[src/sv/wst_pkg.sv]
// Shared types, register indexes and reset values for the waveform segment block.
package wst_pkg;

  localparam int DEFAULT_INDEX_BITS = 24;
  localparam int CFG_IDX_W = 3;
  localparam int CFG_DATA_W = 32;

  localparam logic [CFG_IDX_W-1:0] CFG_X_ORIGIN = 3'd0;
  localparam logic [CFG_IDX_W-1:0] CFG_X_STEP   = 3'd1;
  localparam logic [CFG_IDX_W-1:0] CFG_WIDTH_H  = 3'd2;
  localparam logic [CFG_IDX_W-1:0] CFG_WIDTH_V  = 3'd3;
  localparam logic [CFG_IDX_W-1:0] CFG_RED      = 3'd4;
  localparam logic [CFG_IDX_W-1:0] CFG_GREEN    = 3'd5;
  localparam logic [CFG_IDX_W-1:0] CFG_BLUE     = 3'd6;
  localparam logic [CFG_IDX_W-1:0] CFG_ALPHA    = 3'd7;

  localparam logic [31:0] RST_X_ORIGIN = 32'd0;
  localparam logic [31:0] RST_X_STEP   = 32'd65536;
  localparam logic [30:0] RST_WIDTH    = 31'd65536;
  localparam logic [15:0] RST_COLOR    = 16'hFFFF;

  localparam logic [2:0] VERT_LAST = 3'd5;

  typedef enum logic [3:0] {
    ST_IDLE, ST_MUL, ST_POS, ST_NORM, ST_SQA, ST_SQB, ST_SQRT,
    ST_DIVI, ST_DIV, ST_SCX, ST_SCY, ST_EMIT
  } wst_state_t;

  typedef enum logic [3:0] {
    OP_NONE, OP_LOAD, OP_MUL, OP_POS, OP_NORM, OP_SQA, OP_SQB, OP_SQRT,
    OP_DIVI, OP_DIV, OP_SCX, OP_SCY, OP_EMIT
  } wst_op_t;

  typedef struct packed {
    wst_op_t op;
  } wst_cmd_t;

  typedef struct packed {
    logic prime;        // incoming sample only primes the block
    logic zero_len;
    logic norm_done;
    logic sqrt_done;    // current root iteration is the last one
    logic div_done;     // current divide iteration is the last one
    logic out_free;
    logic corner_last;
  } wst_status_t;

endpackage

[src/sv/wst_ctrl.sv]
// Sequencer for the segment datapath: one sample at a time.
module wst_ctrl
  import wst_pkg::*;
(
  input  logic        clk,
  input  logic        rst,
  input  logic        in_valid,
  input  wst_status_t status,
  output logic        in_stall,
  output wst_cmd_t    cmd
);

  wst_state_t state, state_next;

  always_ff @(posedge clk) begin
    if (rst) begin
      state <= ST_IDLE;
    end else begin
      state <= state_next;
    end
  end

  always_comb begin
    state_next = state;
    unique case (state)
      ST_IDLE: if (in_valid && !status.prime) state_next = ST_MUL;
      ST_MUL:  state_next = ST_POS;
      ST_POS:  state_next = ST_NORM;
      ST_NORM: begin
        if (status.zero_len) state_next = ST_SCX;
        else if (status.norm_done) state_next = ST_SQA;
      end
      ST_SQA:  state_next = ST_SQB;
      ST_SQB:  state_next = ST_SQRT;
      ST_SQRT: if (status.sqrt_done) state_next = ST_DIVI;
      ST_DIVI: state_next = ST_DIV;
      ST_DIV:  if (status.div_done) state_next = ST_SCX;
      ST_SCX:  state_next = ST_SCY;
      ST_SCY:  state_next = ST_EMIT;
      ST_EMIT: if (status.out_free && status.corner_last) state_next = ST_IDLE;
      default: state_next = ST_IDLE;
    endcase
  end

  always_comb begin
    in_stall = 1'b1;
    cmd.op = OP_NONE;
    unique case (state)
      ST_IDLE: begin
        in_stall = 1'b0;
        if (in_valid) cmd.op = OP_LOAD;
      end
      ST_MUL:  cmd.op = OP_MUL;
      ST_POS:  cmd.op = OP_POS;
      ST_NORM: if (!status.zero_len && !status.norm_done) cmd.op = OP_NORM;
      ST_SQA:  cmd.op = OP_SQA;
      ST_SQB:  cmd.op = OP_SQB;
      ST_SQRT: cmd.op = OP_SQRT;
      ST_DIVI: cmd.op = OP_DIVI;
      ST_DIV:  cmd.op = OP_DIV;
      ST_SCX:  cmd.op = OP_SCX;
      ST_SCY:  cmd.op = OP_SCY;
      ST_EMIT: if (status.out_free) cmd.op = OP_EMIT;
      default: cmd.op = OP_NONE;
    endcase
  end

endmodule

[config.mk]
export PLATFORM = sky130hd
export DESIGN_NAME = wst_ctrl
export DESIGN_NICKNAME = d
export VERILOG_FILES = /design/src/sv/wst_pkg.sv /design/src/sv/wst_ctrl.sv
export SDC_FILE = /design/constraint.sdc
export NUM_CORES = 1
export LEC_CHECK = 0
export BUFFER_PORTS_ARGS = -buffer_cell sky130_fd_sc_hd__buf_2
export CORE_AREA = 2 2 39 41
export CTS_BUF_LIST = sky130_fd_sc_hd__clkbuf_4
export CTS_CLUSTER_DIAMETER = 80
export DETAILED_ROUTE_END_ITERATION = 10
export DIE_AREA = 0 0 41 43
export GPL_ROUTABILITY_DRIVEN = 0
export SLEW_MARGIN = 5
export SYNTH_ARGS = -nofsm -noshare
export SYNTH_HDL_FRONTEND = slang
export SYNTH_SLANG_ARGS = --single-unit
[constraint.sdc]
create_clock -name clk -period 3.5 [get_ports clk]
set_clock_uncertainty 0.1 [all_clocks]
set_input_delay 0.35 -clock clk [delete_from_list [all_inputs] [get_ports clk]]
set_output_delay 0.35 -clock clk [all_outputs]
set_load 0.01 [all_outputs]
After elaboration in Yosys (flattened, before gate mapping). Cells that the tools add are included.

Equal/unequal tests: 16. Mux-type cells: 12. Reduce and logical (&&, ||, !) cells: 8.

Operators by type and width (count): $pmux 4 s12 (2); $mux 4 (7); $eq 4x3->1 const B (4); $eq 4x4->1 const B (4); $eq 4x2->1 const B (2); $ne 2x2->1 const B (4); $reduce_and 5->1 (1); $eq 4x1->1 const B (1); $logic_not 4->1 (1); $logic_and 1x1->1 (3); $logic_not 1->1 (3); $mux 3 (1); $ne 3x3->1 const B (1); $mux 1 (2).

Register bits: 4. Input port bits: 10. Output and inout port bits: 5. Logic and storage cells: 37.

Logic depth before layout (Yosys ltp). Gate-level depths: netlist of run 1.

Depth in word-level cells: 4. Gate-level depth with buffers: 5. Depth with buffers taken out: 4.

Worst setup path after synthesis of run 1. Ideal clock, no wire load.

Kind: register to register. From: register state[0]. To: register state[1]. Setup time: 0.115 ns. Arrival time: 1.432 ns. Data required time: 3.285 ns. Path slack: 1.854 ns. Stages on the path, launching flop included: 6. Buffers on the path: 1. Period minus slack after synthesis: 1.646 ns. Cell sequence: dfxtp_1 buf_6 or4_4 a21o_1 and4_4 o21a_1.

Longest elaborated chain between the ends: 3. Elaborated cells between the ends (all ways): 19. Those cells by class: 16 x eq/ne; 1 x mux; 2 x reduce/logical.

RTL lines: start, declared (RTL line wst_ctrl.sv:13) `wst_state_t state, state_next;`; start signal, assigned (RTL line wst_ctrl.sv:19) `state <= state_next;`; $eq 4x2->1 (tied with other cells) (RTL line wst_ctrl.sv:25) `unique case (state)`; $ne 3x3->1 (no line) or $ne 2x2->1 (tied branches); $reduce_and 5->1 (no line).

Parallel ways exist; a longest one is shown, timed or not. A chain may end at the register's enable or synchronous reset.

==> impl_metrics.env, run 1 <==
export IMPL_initial_core_util_pct=28.5
export IMPL_syn_avg_cell_area_um2=8.21
export IMPL_peakVddDrop_mv=0.133
export IMPL_rows=14
export IMPL_wl_met2_um=389
export IMPL_totalWireLength_um=818
export IMPL_vias_per_cell=5.30
export IMPL_cts_resized=0
export IMPL_cts_htree_levels=1
export IMPL_place_inst=74
export IMPL_top_layer_used="met3"
export IMPL_fin_cells=77
export IMPL_ys_ff_latch=4
export IMPL_synth_cell_types=34
export IMPL_drv_slew=0
export IMPL_clk_path_buf_depth=2
export IMPL_gr_total_overflow=0
export IMPL_rsz0062_at_grt="false"
export IMPL_clock_sink_count=4
export IMPL_largest_reg_flops=4
export IMPL_synth_fp_nets=58
export IMPL_path_cells="nor4b_2 -> nand2_1 -> o211ai_1 -> buf_2"
export IMPL_antenna_cells=0
export IMPL_fin_setup_tns_ps=0
export IMPL_die_x_um=41
export IMPL_wl_met3_um=48
export IMPL_synth_cells=48
export IMPL_hold_viol=0
export IMPL_dieArea_um2=1760
export IMPL_hold_buffers=0
export IMPL_netlist_area_um2=394
export IMPL_cp_start_kind="register"
export IMPL_drt_wirelength_per_cell_um=10.6
export IMPL_place_hpwl_um=631
export IMPL_post_cts_buffers=0
export IMPL_cp_slowest_cell="dfxtp_1"
export IMPL_cts_root_buffer="clkbuf_4"
export IMPL_ys_seq_area_share_pct=20.3
export IMPL_worst_pin_slew_ps=467
export IMPL_netlist_top_cells_count="dfxtp_1, nand2_1, a21oi_1, inv_1"
export IMPL_core_area_um2=1380
export IMPL_relSlewSlack_pct=68.8
export IMPL_yosys_area_top_type="dfxtp_1"
export IMPL_post_route_drc_count=0
export IMPL_cts_tree="built"
export IMPL_ys_warn_count=0
export IMPL_drive_gt1_share_pct=39.3
export IMPL_die_y_um=43
export IMPL_finalSetupViolations=0
export IMPL_crit_required_ps=3050
export IMPL_fmax_ghz=0.538
export IMPL_synth_edf_count=0
export IMPL_largest_register="state"
export IMPL_status="complete, no violations"
export IMPL_io_buffers=14
export IMPL_nFillCells=157
export IMPL_maxCapViolCount=0
export IMPL_ios=15
export IMPL_cts_buffers=3
export IMPL_num_vias=408
export IMPL_leakagePower_uw=0.000185
export IMPL_fin_nets=73
export IMPL_post_route_period_util_pct=53.1
export IMPL_end_kind="output pin"
export IMPL_cp_slowest_stage_delay_ps=430
export IMPL_synthFlopType="dfxtp_1"
export IMPL_antenna_left=0
export IMPL_drt_iter0_drc=7
export IMPL_async_reset_ff_share_pct=0
export IMPL_clkLatencyLatePin_ps=230
export IMPL_path_clk_slew_ps=30
export IMPL_period_needed_ps=1860
export IMPL_crit_path_max_fanout=15
export IMPL_wl_met1_um=380
export IMPL_syn_to_final_growth_pct=20.6
export IMPL_first_pass_iters=4
export IMPL_grt_max_degree=17
export IMPL_critPathKind="reg -> out"
export IMPL_worstHoldPathType="in -> reg"
export IMPL_grt_pass1_vias=350
export IMPL_largestRegisters="state x4"
export IMPL_grt_first_pass_wirelength_um=1350
export IMPL_yosys_area_top_type_share_pct=20.3
export IMPL_p_per_area_nw_per_um2=433
export IMPL_antenna_found_initial=0
export IMPL_synth_area_leaders="dfxtp_1, buf_6, a21oi_1"
export IMPL_arrival_ps=1410
export IMPL_grt_util_all_layers_pct=10.6
power breakdown:
group          internal, µW  switching (µW)  leakage, µW  total (µW)
logic                  47.1            37.5     0.000139        84.7
registers              52.0            16.2    0.0000326        68.2
clock network          38.0            14.9    0.0000138        53.0
total                   137            68.7     0.000185         206
worst max-delay path: cells and delay by family, from the launching register on:
| kind | cells | cell delay [ps] |
|---|---|---|
| flip-flops | 1 | 430 |
| AO/OA/AOI/OAI | 1 | 100 |
| buffers and inverters | 1 | 160 |
| AND/OR/NAND/NOR | 2 | 490 |
cell type report:
class / count / area [µm²] / share of cell area, %
Timing Repair Buffer: 14 / 70.1 / 14.7
Inverter: 3 / 11.3 / 2.37
Tap cell: 16 / 20.0 / 4.21
Multi-Input combinational cell: 37 / 272 / 57.1
Clock buffer: 3 / 22.5 / 4.74
Sequential cell: 4 / 80.1 / 16.8
cell families (layout without fill, tap and decap cells):
family | count (synthesis) | after routing | share of synthesized area, %
AOI/OAI and AO/OA | 16 | 16 | 30.5
xor gates and xnor gates | 1 | 1 | 2.22
buffers and inverters | 7 | 20 | 10.8
DFF | 4 | 4 | 20.3
and+or+nand+nor | 20 | 20 | 36.2
cell usage in the layout, fill, tap and decap left out, drive strengths merged, types with 2 or more instances in the layout:
cell type,count
o211ai,2
buf,14
nor2,2
clkbuf,3
a211oi,2
nand2,4
nor4b,2
dfxtp,4
a21oi,3
inv,3
stage by stage:
| step | setup WS, ps | hold slack (ps) | power (µW) | utilization [%] | area (µm²) |
|---|---|---|---|---|---|
| floorplan | 1850 | 319 | 134 | - | 394 |
| global placement | 1760 | 469 | 154 | 32.7 | 453 |
| detailed placement | 1760 | 470 | 154 | 32.7 | 453 |
| CTS | 1620 | 227 | 210 | 34.4 | 475 |
| global route | 1530 | 236 | 225 | 34.4 | 475 |
| finish | 1640 | 236 | 206 | 34.4 | 475 |
final timing paths:
check	start	slack (ps)	endpoint	depth (start not counted)
hold reg to reg	state[2]	560	state[2]	2
setup / recovery	state[2]	1640	cmd[2]	4
setup reg to reg	state[2]	1740	state[1]	4
hold / removal	rst	240	state[2]	2
per-layer routing:
metal / global-route usage (%) / vias up
met4: 4.00 / 0
met5: 0 / -
li1: - / 213
met1: 13.5 / 183
met2: 16.3 / 12
met3: 3.14 / 0
(Power assumes the default switching activity.)
==> run 2: changes to the inputs <==
clock period = 1.7 ns   (was 3.5 ns; I/O delays follow)
==> run 2 against run 1 <==
Sequential share of layout area shrank 1.5 points. Worst setup slack got worse by 1600 ps. Sequential power up 85%. Non-clock buffer count up 6. Clock-buffer cell count stayed put. Hold slack worse by 200 ps. Sequential cell count did not move. Critical path type is now reg -> reg. Highest routed layer unchanged.
==> impl_metrics.env, run 2 (synthesis results as in run 1) <==
export IMPL_largestRegisters="state x4"
export IMPL_crit_required_ps=1730
export IMPL_hold_buffers=0
export IMPL_peakVddDrop_mv=0.433
export IMPL_regToRegSetupSlack_ps=80
export IMPL_core_area_um2=1380
export IMPL_die_x_um=41
export IMPL_end_kind="register"
export IMPL_path_clk_slew_ps=40
export IMPL_final_cell_mix="buf_2, buf_4, nand2_1"
export IMPL_fin_setup_tns_ps=0
export IMPL_hp_start="rst"
export IMPL_gr_total_overflow=0
export IMPL_initial_core_util_pct=28.5
export IMPL_dieArea_um2=1760
export IMPL_clk_path_buf_depth=2
export IMPL_largest_reg_flops=4
export IMPL_arrival_ps=1650
export IMPL_placed_cell_area_um2=498
export IMPL_grt_pass1_vias=422
export IMPL_r2r_end="state[1]"
export IMPL_leakagePower_uw=0.000219
export IMPL_grt_util_all_layers_pct=13.4
export IMPL_cts_buffers=3
export IMPL_final_cell_area_um2=531
export IMPL_layout_commonest_cell="buf_2"
export IMPL_crit_path_max_fanout=5
export IMPL_worst_slack_ps=76.4
export IMPL_die_y_um=43
export IMPL_ios=15
export IMPL_antenna_left=0
export IMPL_clkLatencyLatePin_ps=240
export IMPL_drt_iter0_drc=10
export IMPL_antenna_found_initial=0
export IMPL_relSlewSlack_pct=76.5
export IMPL_grt_max_degree=12
export IMPL_largest_register="state"
export IMPL_fin_util_pct=38.3
export IMPL_clock_sink_count=4
export IMPL_maxCapViolCount=0
export IMPL_drive_gt1_share_pct=46.3
export IMPL_status="complete, no violations"
export IMPL_fmax_ghz=0.616
export IMPL_grt_first_pass_wirelength_um=1650
export IMPL_nFillCells=147
export IMPL_rsz0062_at_grt="false"
export IMPL_critPathKind="reg -> reg"
export IMPL_p_per_area_nw_per_um2=889
export IMPL_cp_start_kind="register"
export IMPL_drt_wirelength_per_cell_um=12.7
export IMPL_post_cts_buffers=0
export IMPL_num_vias=442
export IMPL_holdPathStages=2
export IMPL_r2r_start="state[2]"
export IMPL_totalWireLength_um=1060
export IMPL_first_pass_iters=4
export IMPL_hold_slack_ps=33.8
export IMPL_vias_per_cell=5.33
export IMPL_finalSetupViolations=0
export IMPL_worstHoldPathType="in -> reg"
export IMPL_drv_slew=0
export IMPL_syn_to_final_growth_pct=34.6
export IMPL_post_route_drc_count=0
export IMPL_cts_tree="built"
export IMPL_place_hpwl_um=814
export IMPL_hold_viol=0
export IMPL_period_needed_ps=1620
export IMPL_post_route_period_util_pct=95.5
export IMPL_cts_htree_levels=1
export IMPL_fin_nets=79
export IMPL_post_place_ws_ps=82.2
export IMPL_antenna_cells=0
export IMPL_cts_root_buffer="clkbuf_4"
export IMPL_rows=14
export IMPL_reg2regPathDepth=4
export IMPL_min_to="state[0]"
export IMPL_io_buffers=14
export IMPL_worst_pin_slew_ps=352
[run 2: worst max-delay path by stage]
stage | from | to | cells after the start
final | state[2] | state[1] | 4
after floorplan | state[0] | state[1] | 5
after global placement | state[0] | state[1] | 4
after CTS | state[2] | cmd[2] | 5
after global routing | state[3] | cmd[3] | 4
after detailed placement | state[2] | state[1] | 4
[run 2: timing repair]
item                                    in CTS  in global routing
endpoints found under the hold margin        0                  0
endpoints found under the setup margin       1                  1
gates resized for setup                      1                  1
pin swaps                                    0                  1
[run 2: layout make-up]
cell class	instances	area (µm²)	share of cell area, %
sequential	4	81.3	15.3
clock buffer	3	22.5	4.25
tap	16	20.0	3.77
multi-input combinational	37	280	52.8
timing repair buffer	20	115	21.7
inverter	3	11.3	2.12
[run 2: layer usage]
metal  share of wire (%)  routed length [µm]  GRT usage [%]  vias to the layer above
met5                   0                   0              0                        -
met2                  49                 519           21.9                       12
met3                 5.6                  59           6.28                        0
met1                  45                 478           15.5                      208
met4                   0                   0           2.00                        0
li1                    -                   -              -                      222
[run 2: through the flow]
| step | cells | total power [µW] |
|---|---|---|
| global placement | 80 | 346 |
| CTS | 83 | 477 |
| floorplan | 48 | 277 |
| global route | 83 | 510 |
| finish | 83 | 472 |
| detailed placement | 80 | 349 |
[run 2: power breakdown]
group	switching (µW)	internal (µW)	leakage (µW)
registers	17.6	108	0.0000329
logic	105	122	0.000173
clock network	40.0	79.0	0.0000138
total	162	309	0.000219
[run 2: worst max-delay path: stages (launching register included)]
cell and delay, ps:
dfxtp_1 340, or4_4 530, a21o_1 210, and4_4 170, o21a_1 170
